$ cat config.mk
export PLATFORM = sky130hd
export DESIGN_NAME = pump_run_controller_top_flat
export DESIGN_NICKNAME = d
export VERILOG_FILES = /design/src/rtl/prc_pkg.sv /design/src/rtl/prc_if.sv /design/src/rtl/pump_run_controller_top.sv /design/src/flat_wrapper.sv
export SDC_FILE = /design/constraint.sdc
export NUM_CORES = 1
export LEC_CHECK = 0
export ABC_AREA = 1
export BUFFER_PORTS_ARGS = -buffer_cell sky130_fd_sc_hd__buf_2
export CORE_ASPECT_RATIO = 1.2
export CORE_MARGIN = 2
export CORE_UTILIZATION = 58
export CTS_BUF_LIST = sky130_fd_sc_hd__clkbuf_2 sky130_fd_sc_hd__clkbuf_4 sky130_fd_sc_hd__clkbuf_8
export DETAILED_ROUTE_END_ITERATION = 7
export PLACE_DENSITY = 0.87
export SLEW_MARGIN = 0
export SYNTH_ARGS = -nofsm -noshare
export SYNTH_HDL_FRONTEND = slang
export SYNTH_SLANG_ARGS = --single-unit
$ cat constraint.sdc
create_clock -name clk_i -period 3.6 [get_ports clk_i]
set_input_delay 0 -clock clk_i [delete_from_list [all_inputs] [get_ports clk_i]]
set_output_delay 0 -clock clk_i [all_outputs]
set_load 0.005 [all_outputs]
$ cat src/rtl/prc_pkg.sv
// ----------------------------------------------------------------------------
// prc_pkg
// Types, codes and constants shared by the pump run controller.
// ----------------------------------------------------------------------------
package prc_pkg;

  // Width of the internal time arithmetic; now_seconds is cut or widened to it
  localparam int unsigned TimeBits = 32;

  localparam int unsigned NowW    = 32;
  localparam int unsigned TempW   = 8;
  localparam int unsigned PeriodW = 24;
  localparam int unsigned CfgIdxW = 3;
  localparam int unsigned CfgDatW = 24;

  typedef logic [TimeBits-1:0]       time_t;
  typedef logic [PeriodW-1:0]        period_t;
  typedef logic signed [TempW-1:0]   temp_t;

  typedef enum logic [1:0] {
    CmdIdle  = 2'd0,
    CmdLow   = 2'd1,
    CmdFull  = 2'd2,
    CmdSpare = 2'd3
  } cmd_e;

  typedef enum logic [1:0] {
    RsnStopped = 2'd0,
    RsnTower   = 2'd1,
    RsnSilence = 2'd2,
    RsnCold    = 2'd3
  } reason_e;

  typedef enum logic [2:0] {
    ActNone    = 3'd0,
    ActStarted = 3'd1,
    ActStopped = 3'd2,
    ActRefused = 3'd3,
    ActIgnored = 3'd4
  } action_e;

  typedef enum logic [1:0] {
    RplNone = 2'd0,
    RplLow  = 2'd1,
    RplHigh = 2'd2
  } reply_e;

  typedef enum logic [CfgIdxW-1:0] {
    CfgSilenceStart = 3'd0,
    CfgRunLimit     = 3'd1,
    CfgColdInterval = 3'd2,
    CfgColdRunTime  = 3'd3,
    CfgColdThresh   = 3'd4
  } cfg_idx_e;

  localparam period_t SilenceStartRst = 24'd86400;  // one day
  localparam period_t RunLimitRst     = 24'd10800;  // three hours
  localparam period_t ColdIntervalRst = 24'd10800;
  localparam period_t ColdRunTimeRst  = 24'd600;    // ten minutes
  localparam temp_t   ColdThreshRst   = -8'sd5;

  // One poll as held in the input register
  typedef struct packed {
    cmd_e               command;
    logic [NowW-1:0]    now_seconds;
    temp_t              temperature;
  } poll_t;

  // One result as held in the output register
  typedef struct packed {
    logic    motor_on;
    reason_e run_reason;
    action_e action;
    reply_e  reply;
  } result_t;

endpackage

$ cat src/rtl/prc_if.sv
// ----------------------------------------------------------------------------
// prc_if
// Handshake channels of the pump run controller: polls, results, config.
// ----------------------------------------------------------------------------
interface prc_poll_if;
  import prc_pkg::*;

  logic                    valid;
  logic                    ready;
  logic [1:0]              command;
  logic [NowW-1:0]         now_seconds;
  logic signed [TempW-1:0] temperature;

  modport source (output valid, command, now_seconds, temperature, input ready);
  modport sink   (input valid, command, now_seconds, temperature, output ready);
endinterface

interface prc_result_if;
  logic       valid;
  logic       ready;
  logic       motor_on;
  logic [1:0] run_reason;
  logic [2:0] action;
  logic [1:0] reply;

  modport source (output valid, motor_on, run_reason, action, reply, input ready);
  modport sink   (input valid, motor_on, run_reason, action, reply, output ready);
endinterface

interface prc_cfg_if;
  import prc_pkg::*;

  logic               valid;
  logic               ready;
  logic [CfgIdxW-1:0] index;
  logic [CfgDatW-1:0] data;

  modport source (output valid, index, data, input ready);
  modport sink   (input valid, index, data, output ready);
endinterface

$ cat src/rtl/pump_run_controller_top.sv
// ----------------------------------------------------------------------------
// pump_run_controller_top
// Pump run controller: one poll in, one result out, run state kept inside.
// ----------------------------------------------------------------------------
// Usage
//   poll_i   : one request per poll (command, now_seconds, temperature).
//   result_o : one request per poll (motor_on, run_reason, action, reply),
//              in poll order.
//   cfg_i    : register writes, index 0..4 (silence start, run limit, cold
//              interval, cold run time, cold threshold); always ready.
//              Unknown indexes are dropped. Write only while idle.
// An accepted poll sits in the input register; the decision logic then loads
// the result register and the run state together at the same edge, so
// back-to-back polls see each other's effects. Throughput is one poll per
// cycle while result_o is not stalled.
// When result_o stalls, the result register holds and an empty input register
// still takes one more poll; poll_i.ready then drops until the stall clears.
// Reset puts the pump stopped, both time marks to zero and the registers
// to their defaults.
// ----------------------------------------------------------------------------
module pump_run_controller_top (
  input  logic clk_i,
  input  logic rst_ni,
  prc_poll_if.sink     poll_i,
  prc_cfg_if.sink      cfg_i,
  prc_result_if.source result_o
);
  import prc_pkg::*;

  // configuration
  period_t silence_start_q, run_limit_q, cold_interval_q, cold_run_time_q;
  temp_t   cold_thresh_q;

  // pipeline
  logic    in_valid_q, out_valid_q, advance;
  poll_t   in_q;
  result_t out_q, out_d;

  // run state
  reason_e reason_q, reason_d;
  time_t   last_stop_q, last_stop_d;
  time_t   deadline_q, deadline_d;

  // decision signals
  time_t   now, since_stop;
  logic    stopped, may_start;

  assign cfg_i.ready = 1'b1;

  always_ff @(posedge clk_i or negedge rst_ni) begin
    if (!rst_ni) begin
      silence_start_q <= SilenceStartRst;
      run_limit_q     <= RunLimitRst;
      cold_interval_q <= ColdIntervalRst;
      cold_run_time_q <= ColdRunTimeRst;
      cold_thresh_q   <= ColdThreshRst;
    end else if (cfg_i.valid) begin
      case (cfg_idx_e'(cfg_i.index))
        CfgSilenceStart: silence_start_q <= cfg_i.data;
        CfgRunLimit:     run_limit_q     <= cfg_i.data;
        CfgColdInterval: cold_interval_q <= cfg_i.data;
        CfgColdRunTime:  cold_run_time_q <= cfg_i.data;
        CfgColdThresh:   cold_thresh_q   <= cfg_i.data[TempW-1:0];
        default: ;
      endcase
    end
  end

  // handshake
  assign advance      = !out_valid_q || result_o.ready;
  assign poll_i.ready = !in_valid_q || advance;

  always_ff @(posedge clk_i or negedge rst_ni) begin
    if (!rst_ni) begin
      in_valid_q <= 1'b0;
    end else if (poll_i.ready) begin
      in_valid_q <= poll_i.valid;
    end
  end

  always_ff @(posedge clk_i) begin
    if (poll_i.ready && poll_i.valid) begin
      in_q.command     <= cmd_e'(poll_i.command);
      in_q.now_seconds <= poll_i.now_seconds;
      in_q.temperature <= poll_i.temperature;
    end
  end

  // decision logic
  assign now        = TimeBits'(in_q.now_seconds);
  assign since_stop = now - last_stop_q;
  assign stopped    = (reason_q == RsnStopped);

  always_comb begin
    reason_d    = reason_q;
    last_stop_d = last_stop_q;
    deadline_d  = deadline_q;
    out_d.action = ActNone;
    out_d.reply  = RplNone;
    may_start    = stopped || (reason_q == RsnCold);  // tower start overrides cold

    case (in_q.command)
      CmdLow: begin
        out_d.reply = RplLow;
        if (may_start) begin
          reason_d     = RsnTower;
          deadline_d   = now + TimeBits'(run_limit_q);
          out_d.action = ActStarted;
        end else begin
          out_d.action = ActRefused;
        end
      end
      CmdFull: begin
        out_d.reply = RplHigh;
        if (reason_q == RsnCold) begin
          out_d.action = ActIgnored;
        end else begin
          out_d.action = ActStopped;
          if (!stopped) begin
            reason_d    = RsnStopped;
            last_stop_d = now;
          end
        end
      end
      default: begin
        if (stopped && since_stop > TimeBits'(silence_start_q)) begin
          reason_d     = RsnSilence;
          deadline_d   = now + TimeBits'(run_limit_q);
          out_d.action = ActStarted;
        end else if (!stopped && now > deadline_q) begin
          reason_d     = RsnStopped;
          last_stop_d  = now;
          out_d.action = ActStopped;
        end else if (in_q.temperature < cold_thresh_q && stopped &&
                     since_stop > TimeBits'(cold_interval_q)) begin
          reason_d     = RsnCold;
          deadline_d   = now + TimeBits'(cold_run_time_q);
          out_d.action = ActStarted;
        end
      end
    endcase

    out_d.run_reason = reason_d;
    out_d.motor_on   = (reason_d != RsnStopped);
  end

  always_ff @(posedge clk_i or negedge rst_ni) begin
    if (!rst_ni) begin
      reason_q    <= RsnStopped;
      last_stop_q <= '0;
      deadline_q  <= '0;
      out_valid_q <= 1'b0;
    end else if (advance) begin
      out_valid_q <= in_valid_q;
      if (in_valid_q) begin
        reason_q    <= reason_d;
        last_stop_q <= last_stop_d;
        deadline_q  <= deadline_d;
      end
    end
  end

  always_ff @(posedge clk_i) begin
    if (advance && in_valid_q) begin
      out_q <= out_d;
    end
  end

  assign result_o.valid      = out_valid_q;
  assign result_o.motor_on   = out_q.motor_on;
  assign result_o.run_reason = out_q.run_reason;
  assign result_o.action     = out_q.action;
  assign result_o.reply      = out_q.reply;

  // checks
  a_motor_matches_reason: assert property (@(posedge clk_i) disable iff (!rst_ni)
    out_valid_q |-> (out_q.motor_on == (out_q.run_reason != RsnStopped)))
    else $error("motor level disagrees with run reason");

  a_started_runs: assert property (@(posedge clk_i) disable iff (!rst_ni)
    (out_valid_q && out_q.action == ActStarted) |-> out_q.motor_on)
    else $error("start reported with motor off");

  a_full_stops: assert property (@(posedge clk_i) disable iff (!rst_ni)
    (out_valid_q && out_q.reply == RplHigh && out_q.action != ActIgnored)
      |-> !out_q.motor_on)
    else $error("tower full left the motor running");

  a_poll_held_in_stall: assert property (@(posedge clk_i) disable iff (!rst_ni)
    (in_valid_q && out_valid_q && !result_o.ready) |=> (in_valid_q && $stable(reason_q)))
    else $error("pending poll lost or state moved during stall");

endmodule

$ cat src/flat_wrapper.sv
// flat-port wrapper written by rule: the top's interface ports become plain ports
module pump_run_controller_top_flat import prc_pkg::*;
  (clk_i, rst_ni, poll_i_valid, poll_i_command, poll_i_now_seconds, poll_i_temperature, poll_i_ready, cfg_i_valid, cfg_i_index, cfg_i_data, cfg_i_ready, result_o_valid, result_o_motor_on, result_o_run_reason, result_o_action, result_o_reply, result_o_ready);
  prc_poll_if poll_i_i ();
  prc_cfg_if cfg_i_i ();
  prc_result_if result_o_i ();
  input  logic clk_i;
  input  logic rst_ni;
  input wire logic [$bits(poll_i_i.valid)-1:0] poll_i_valid;
  input wire logic [$bits(poll_i_i.command)-1:0] poll_i_command;
  input wire logic [$bits(poll_i_i.now_seconds)-1:0] poll_i_now_seconds;
  input wire logic [$bits(poll_i_i.temperature)-1:0] poll_i_temperature;
  output wire logic [$bits(poll_i_i.ready)-1:0] poll_i_ready;
  input wire logic [$bits(cfg_i_i.valid)-1:0] cfg_i_valid;
  input wire logic [$bits(cfg_i_i.index)-1:0] cfg_i_index;
  input wire logic [$bits(cfg_i_i.data)-1:0] cfg_i_data;
  output wire logic [$bits(cfg_i_i.ready)-1:0] cfg_i_ready;
  output wire logic [$bits(result_o_i.valid)-1:0] result_o_valid;
  output wire logic [$bits(result_o_i.motor_on)-1:0] result_o_motor_on;
  output wire logic [$bits(result_o_i.run_reason)-1:0] result_o_run_reason;
  output wire logic [$bits(result_o_i.action)-1:0] result_o_action;
  output wire logic [$bits(result_o_i.reply)-1:0] result_o_reply;
  input wire logic [$bits(result_o_i.ready)-1:0] result_o_ready;
  assign poll_i_i.valid = poll_i_valid;
  assign poll_i_i.command = poll_i_command;
  assign poll_i_i.now_seconds = poll_i_now_seconds;
  assign poll_i_i.temperature = poll_i_temperature;
  assign poll_i_ready = poll_i_i.ready;
  assign cfg_i_i.valid = cfg_i_valid;
  assign cfg_i_i.index = cfg_i_index;
  assign cfg_i_i.data = cfg_i_data;
  assign cfg_i_ready = cfg_i_i.ready;
  assign result_o_valid = result_o_i.valid;
  assign result_o_motor_on = result_o_i.motor_on;
  assign result_o_run_reason = result_o_i.run_reason;
  assign result_o_action = result_o_i.action;
  assign result_o_reply = result_o_i.reply;
  assign result_o_i.ready = result_o_ready;
  pump_run_controller_top u_core (.clk_i(clk_i), .rst_ni(rst_ni), .poll_i(poll_i_i), .cfg_i(cfg_i_i), .result_o(result_o_i));
endmodule
Word level (Yosys, flattened, before mapping) --
Cells that the tools add are included.
Storage, ports and cells: bits in registers 222, input bits 74, logic and storage cells 87
Cells by class: add/sub/neg operators 3, order comparisons 4, equal/unequal tests 12, muxes and demuxes 24, bitwise operators 2, reduce and logical (&&, ||, !) cells 25
Operators with widths (number):
- 32-bit two-way mux | 8
- 32-bit case mux with 2 select lines | 2
- 32-bit by 24-bit adder with 32-bit output | 2
- 32-bit by 24-bit > comparator with 1-bit output | 2
- 32-bit > comparator | 1
- 32-bit subtractor | 1
- 2-bit two-way mux | 7
- 2-bit AND reduction | 6
- 3-bit two-way mux | 3
- 8-bit < comparator | 1
- 2-bit case mux with 2 select lines | 2
- 7-bit AND reduction | 1
- 3-bit by 2-bit == test with 1-bit output (second input constant) | 2
- 1-bit logical AND | 6
- 2-bit != test (second input constant) | 3
- 3-bit case mux with 2 select lines | 1
- 6-bit AND reduction | 1
- 2-bit == test (second input constant) | 2
- 2-bit nonzero test | 2
- 3-bit by 1-bit == test with 1-bit output (second input constant) | 1
- 3-bit == test (second input constant) | 1
- 1-bit logical NOT | 3
- 3-bit logical NOT | 1
- 1-bit logical OR | 3
- other kinds (7) | 8

Logic depth before layout (Yosys ltp) --
depth in word-level cells 8, mapped depth 31, gate-level depth less buffers 29

Worst setup path before layout --
OpenSTA, ideal clock, no wires.
path type register to register, start register u_core.in_q (netlist bit u_core.now[0]), end register u_core.out_q (netlist bit u_core.result_o.motor_on), data pin, arrival time 3.289 ns, data required time 3.336 ns, setup slack 0.047 ns, stages on the path, launching flop included 26, period minus slack after synthesis 3.553 ns, path through edfxtp_1 inv_1 ha_1 inv_1 fa_1 nand2_1 nand3_1 nand3_1 nand2_1 nand2_1 nand2_1 xor2_1 ha_1 nand2_1 nor4b_1 nand2_1 nand3_1 nand2_1 nand2_1 nand2_1 nand3_4 nand2_4 buf_6 buf_8 nand3_2 nand4_1
RTL lines:
- from (decl) | line pump_run_controller_top.sv:36 | poll_t in_q;
- to (signal assigned) | line pump_run_controller_top.sv:165 | out_q <= out_d;
- to (decl) | line pump_run_controller_top.sv:37 | result_t out_q, out_d;

Worst setup path in the final report --
start register u_core.last_stop_q[6], end register u_core.deadline_q[21]
On the way: word-level cells in the longest chain between the ends 5
Ends and longest elaborated chain:
- from (decl) | line pump_run_controller_top.sv:41 | time_t last_stop_q, last_stop_d;
- from (signal assigned) | line pump_run_controller_top.sv:157 | last_stop_q <= last_stop_d;
- 32-bit subtractor (*) | line pump_run_controller_top.sv:91 | assign since_stop = now - last_stop_q;
- 32-bit by 24-bit > comparator with 1-bit output, on equally long branches | line pump_run_controller_top.sv:126, pump_run_controller_top.sv:135
- 1-bit logical AND, on equally long branches | line pump_run_controller_top.sv:126, pump_run_controller_top.sv:134
- 3-bit by 2-bit != test with 1-bit output (no line), or another cell as far along
- 6-bit AND reduction (no line) or 32-bit case mux with 2 select lines (tied branches)
- to (signal assigned) | line pump_run_controller_top.sv:158 | deadline_q <= deadline_d;
- to (decl) | line pump_run_controller_top.sv:42 | time_t deadline_q, deadline_d;
Mark *: on every way between the ends. The rest lies on a longest branch, timed or not. A chain may end at the register's enable or synchronous reset.

==> results_dict.tcl <==
set metrics [dict create \
    utilization_pct 75.2 \
    critical_path.n_buffers_inverters 3 \
    cts_tree "yes" \
    maxCapViolations 0 \
    crit_type "reg -> reg" \
    outcome "finished, violations left" \
    synth_enable_flop_cells 50 \
    relSlewSlack_pct 23.4 \
    antennaDiodeCount 0 \
    yosysWarnings 0 \
    finClkSkew_ns 0.0528 \
    setup.reg_to_reg.worst_slack_ns -0.35 \
    drt-pass1-iter-count 7 \
    start_util_pct 59.2 \
    port_buffers 83 \
    hold_ws_ns 0.0693 \
    arrival_ns 4.41 \
    cts_root_buf "clkbuf_8" \
    worst-path-max-fanout 7 \
    route.top_layer_used "met4" \
    clk_latency_ns 0.62 \
    globalRouteOverflowTotal 0 \
    met3WireLength_um 5780 \
    vias_in_the_first_global_route 16900 \
    routed_via_density 6.03 \
    cpMostUsedCell "nand2_1" \
    postLayoutSetupSlackWorst_ns -0.349 \
    io-pin-count 85 \
    globalRouteTotalUtil_pct 38.4 \
    setup_repair_after_global_routing_missed_its_margin "true" \
    worst-r2r-cell-count 23 \
    violations "setup timing" \
    clock_path_buffers 3 \
    powerDensity_nw_per_um2 784 \
    post_route_cells_drive_above_1_share_pct 19.2 \
    synth_cell_type_count 44 \
    route.final.wire_length_um 60500 \
    timing.critical_path.from_type "flop" \
    finish.instance_area_um2 20500 \
    die_width_um 156 \
    wl_met1_um 22200 \
    number_of_rows_created_at_floorplan 66 \
    asyncSetResetFlopFracSynth_pct 77.5 \
    detailedRoute.firstIterationViolations 1826 \
    synth_area_per_inst_um2 7.40 \
    hold_class "in -> async" \
    core_region_area_um2 27300 \
    worst_pin_slew_ns 1.15 \
    clock-sinks 222 \
    reg2reg_launch_point "u_core.last_stop_q[6]" \
    grt_start_max_net_pins 102 \
    max_freq_mhz 253 \
    drt-wirelength-per-cell_um 21.3 \
    vdd_drop_max_v 0.000561 \
    htreeDepth 2 \
    critical_path.endpoint_type "flop" \
    postSynthNetCount 2428 \
    dp.final_hpwl_um 39400 \
    final_max_slew_viol_count 0 \
    routed-wl-met2_um 28500 \
    placed_instances 2668 \
    place.gp.congestion 0.991 \
    ys_seq_area_share_pct 36.2 \
    design.die.area_um2 29200 \
    static_leakage_nw 10.5 \
    finalHoldViolCount 0 \
    report.final.setup_viol 40 \
    total_number_of_vias 17200 \
    die_y_um 187 \
    timing.critical_path.required_ns 4.07 \
    gate_family_responsible_for_the_most_delay_along_the_worst_path "simple AND/OR/NAND/NOR gates" \
    setup-tns-final_ns -12.24 \
    rr_endpoint "u_core.deadline_q[21]" \
    final.period_utilization_pct 110 \
    placedInstanceArea_um2 17600 \
    clk_pin_slew_ns 0.08 \
    detail-route-antenna-nets 0 \
    drt_drc_violations_left 0 \
    syn_inst 2178 \
    timing.critical_path.slowest_stage_cell "dfrtp_1" \
    finalNetCount 2725 \
    synth.ff_latch_count 222 \
    first_pass_grt_wire_length_um 87000 \
    crit_chain "inv_1 > ha_4 > nand2_1 > nand2_1 > nand2_1 > nand2_1 > nand3b_1 > nand2_1 > nand2_2 > xor2_2 > buf_4 > ha_1 > a21oi_1 > o21ai_0 > a21oi_2 > nand2_1 > nand2_1 > nand3_2 > nand2_4 > nand3_4 > nand2_8 > clkbuf_16 > o21ai_2" \
    dominantRegCellSynth "dfrtp_1" \
    number_of_antenna_violations_at_the_first_check_in_global_routing 0 \
    max_stage_delay_ns 0.38 \
    layout.cells.non_filler 2845 \
    syn-cell-area_um2 16100 \
    finalWorstPathRequiredPeriod_ns 3.95 \
    cts-buffers-inserted 38 \
    synthToLayoutAreaGrowth_pct 27.1 \
]
==> per-layer routing <==
layer | global-route usage [%] | vias to the layer above
met5 | 0 | -
met4 | 20.3 | 0
met3 | 6.94 | 332
met2 | 64.3 | 1106
met1 | 47.1 | 8062
li1 | - | 7661
==> final cells by class <==
type / count / area (um^2)
inverter: 307 / 1160
clock buffer: 49 / 643
tap: 340 / 425
multi-input combinational: 1602 / 9600
sequential: 222 / 5840
clock inverter: 21 / 279
timing repair buffer: 304 / 2550
fill: 1934 / 6760
==> metrics by stage <==
step	setup WS, ns	power, mW
after global placement	-0.342	10.9
after floorplan	0.0469	8.70
after detailed placement	-0.485	11.2
after CTS	-0.165	14.4
final	-0.349	16.1
after global routing	-0.479	17.0
==> registers in the layout, indices dropped and copies added (netlist names), 2 cells and up <==
name,flops
u_core.deadline_q,32
u_core.last_stop_q,32
u_core.now,32
u_core.cold_interval_q,24
u_core.cold_run_time_q,24
u_core.run_limit_q,24
u_core.silence_start_q,24
u_core.in_q,10
u_core.cold_thresh_q,8
u_core.result_o.action,3
u_core.reason_q,2
u_core.result_o.reply,2
u_core.result_o.run_reason,2
==> cell usage after synthesis, types with 2 or more instances <==
master | n | area [um^2]
a211oi_1 | 4 | 30.0
buf_4 | 5 | 37.5
ha_1 | 173 | 2160
nand4_1 | 23 | 144
dfstp_2 | 26 | 683
nor4_1 | 4 | 25.0
a21oi_1 | 152 | 761
nand2_2 | 11 | 68.8
buf_6 | 3 | 33.8
nor3_1 | 20 | 100
nand3_1 | 76 | 380
inv_2 | 2 | 7.51
nand2_1 | 658 | 2470
nand3b_1 | 6 | 45.0
clkbuf_1 | 33 | 124
xnor2_1 | 21 | 184
buf_2 | 5 | 25.0
a21o_1 | 9 | 67.6
nor2_1 | 137 | 514
a31oi_1 | 10 | 62.6
nor2_2 | 7 | 43.8
o21bai_1 | 12 | 90.1
a21boi_0 | 6 | 45.0
xor2_1 | 57 | 499
dfrtp_1 | 146 | 3650
edfxtp_1 | 50 | 1500
o211ai_1 | 10 | 75.1
fa_1 | 3 | 60.1
o21a_1 | 5 | 37.5
or2_2 | 2 | 12.5
inv_1 | 305 | 1140
o21ai_0 | 185 | 926
==> power breakdown <==
group / switching, mW / total (mW) / internal (mW)
combinational: 5.72 / 9.50 / 3.78
clock: 1.23 / 2.86 / 1.63
sequential: 0.445 / 3.70 / 3.25
==> worst max path at each step <==
| stage | slack (ns) | depth (start not counted) | to | from |
|---|---|---|---|---|
| detailed placement | -0.48 | 25 | u_core.deadline_q[4] | u_core.now[0] |
| global route | -0.48 | 26 | u_core.deadline_q[13] | u_core.last_stop_q[6] |
| global placement | -0.34 | 25 | u_core.deadline_q[7] | u_core.now[0] |
| CTS | -0.17 | 26 | u_core.deadline_q[25] | u_core.now[0] |
| finish | -0.35 | 23 | u_core.deadline_q[21] | u_core.last_stop_q[6] |
| floorplan | 0.05 | 25 | u_core.result_o.motor_on | u_core.now[0] |
==> cell usage in the layout, fill, tap and decap left out, drive strengths merged, types with 9 or more instances in the layout <==
cell type / netlist / routed
xnor2: 21 / 21
edfxtp: 50 / 50
nor2: 144 / 144
o21ai: 185 / 185
a31oi: 10 / 10
buf: 14 / 222
clkbuf: 33 / 56
ha: 173 / 173
nand3: 78 / 78
nand2: 670 / 670
o211ai: 10 / 10
nand4: 23 / 23
a21o: 9 / 9
clkinv: 0 / 10
o21bai: 12 / 12
xor2: 57 / 57
dlygate4sd3: 0 / 75
dfrtp: 146 / 146
a21oi: 152 / 152
dfstp: 26 / 26
inv: 307 / 310
nor3: 20 / 20
==> cells by family after synthesis <==
| kind of cell | Yosys count | share of synthesized area [%] |
|---|---|---|
| AOI/OAI and AO/OA | 395 | 13.1 |
| and+or+nand+nor | 952 | 24.0 |
| DFF | 222 | 36.2 |
| adders and majority gates | 176 | 13.8 |
| other | 1 | 0.0233 |
| buffers and inverters | 354 | 8.60 |
| xor gates and xnor gates | 78 | 4.24 |
==> repair_timing <==
item | 4_1_cts | 5_1_grt
setup buffers | 17 | 11
gates cloned | 2 | 10
gates resized for setup | 48 | 162
endpoints found under the hold margin | 239 | 0
setup endpoints to repair | 38 | 71
hold buffers | 75 | 0
pin swaps | 15 | 51
Power figures use the tool's default switching activity.
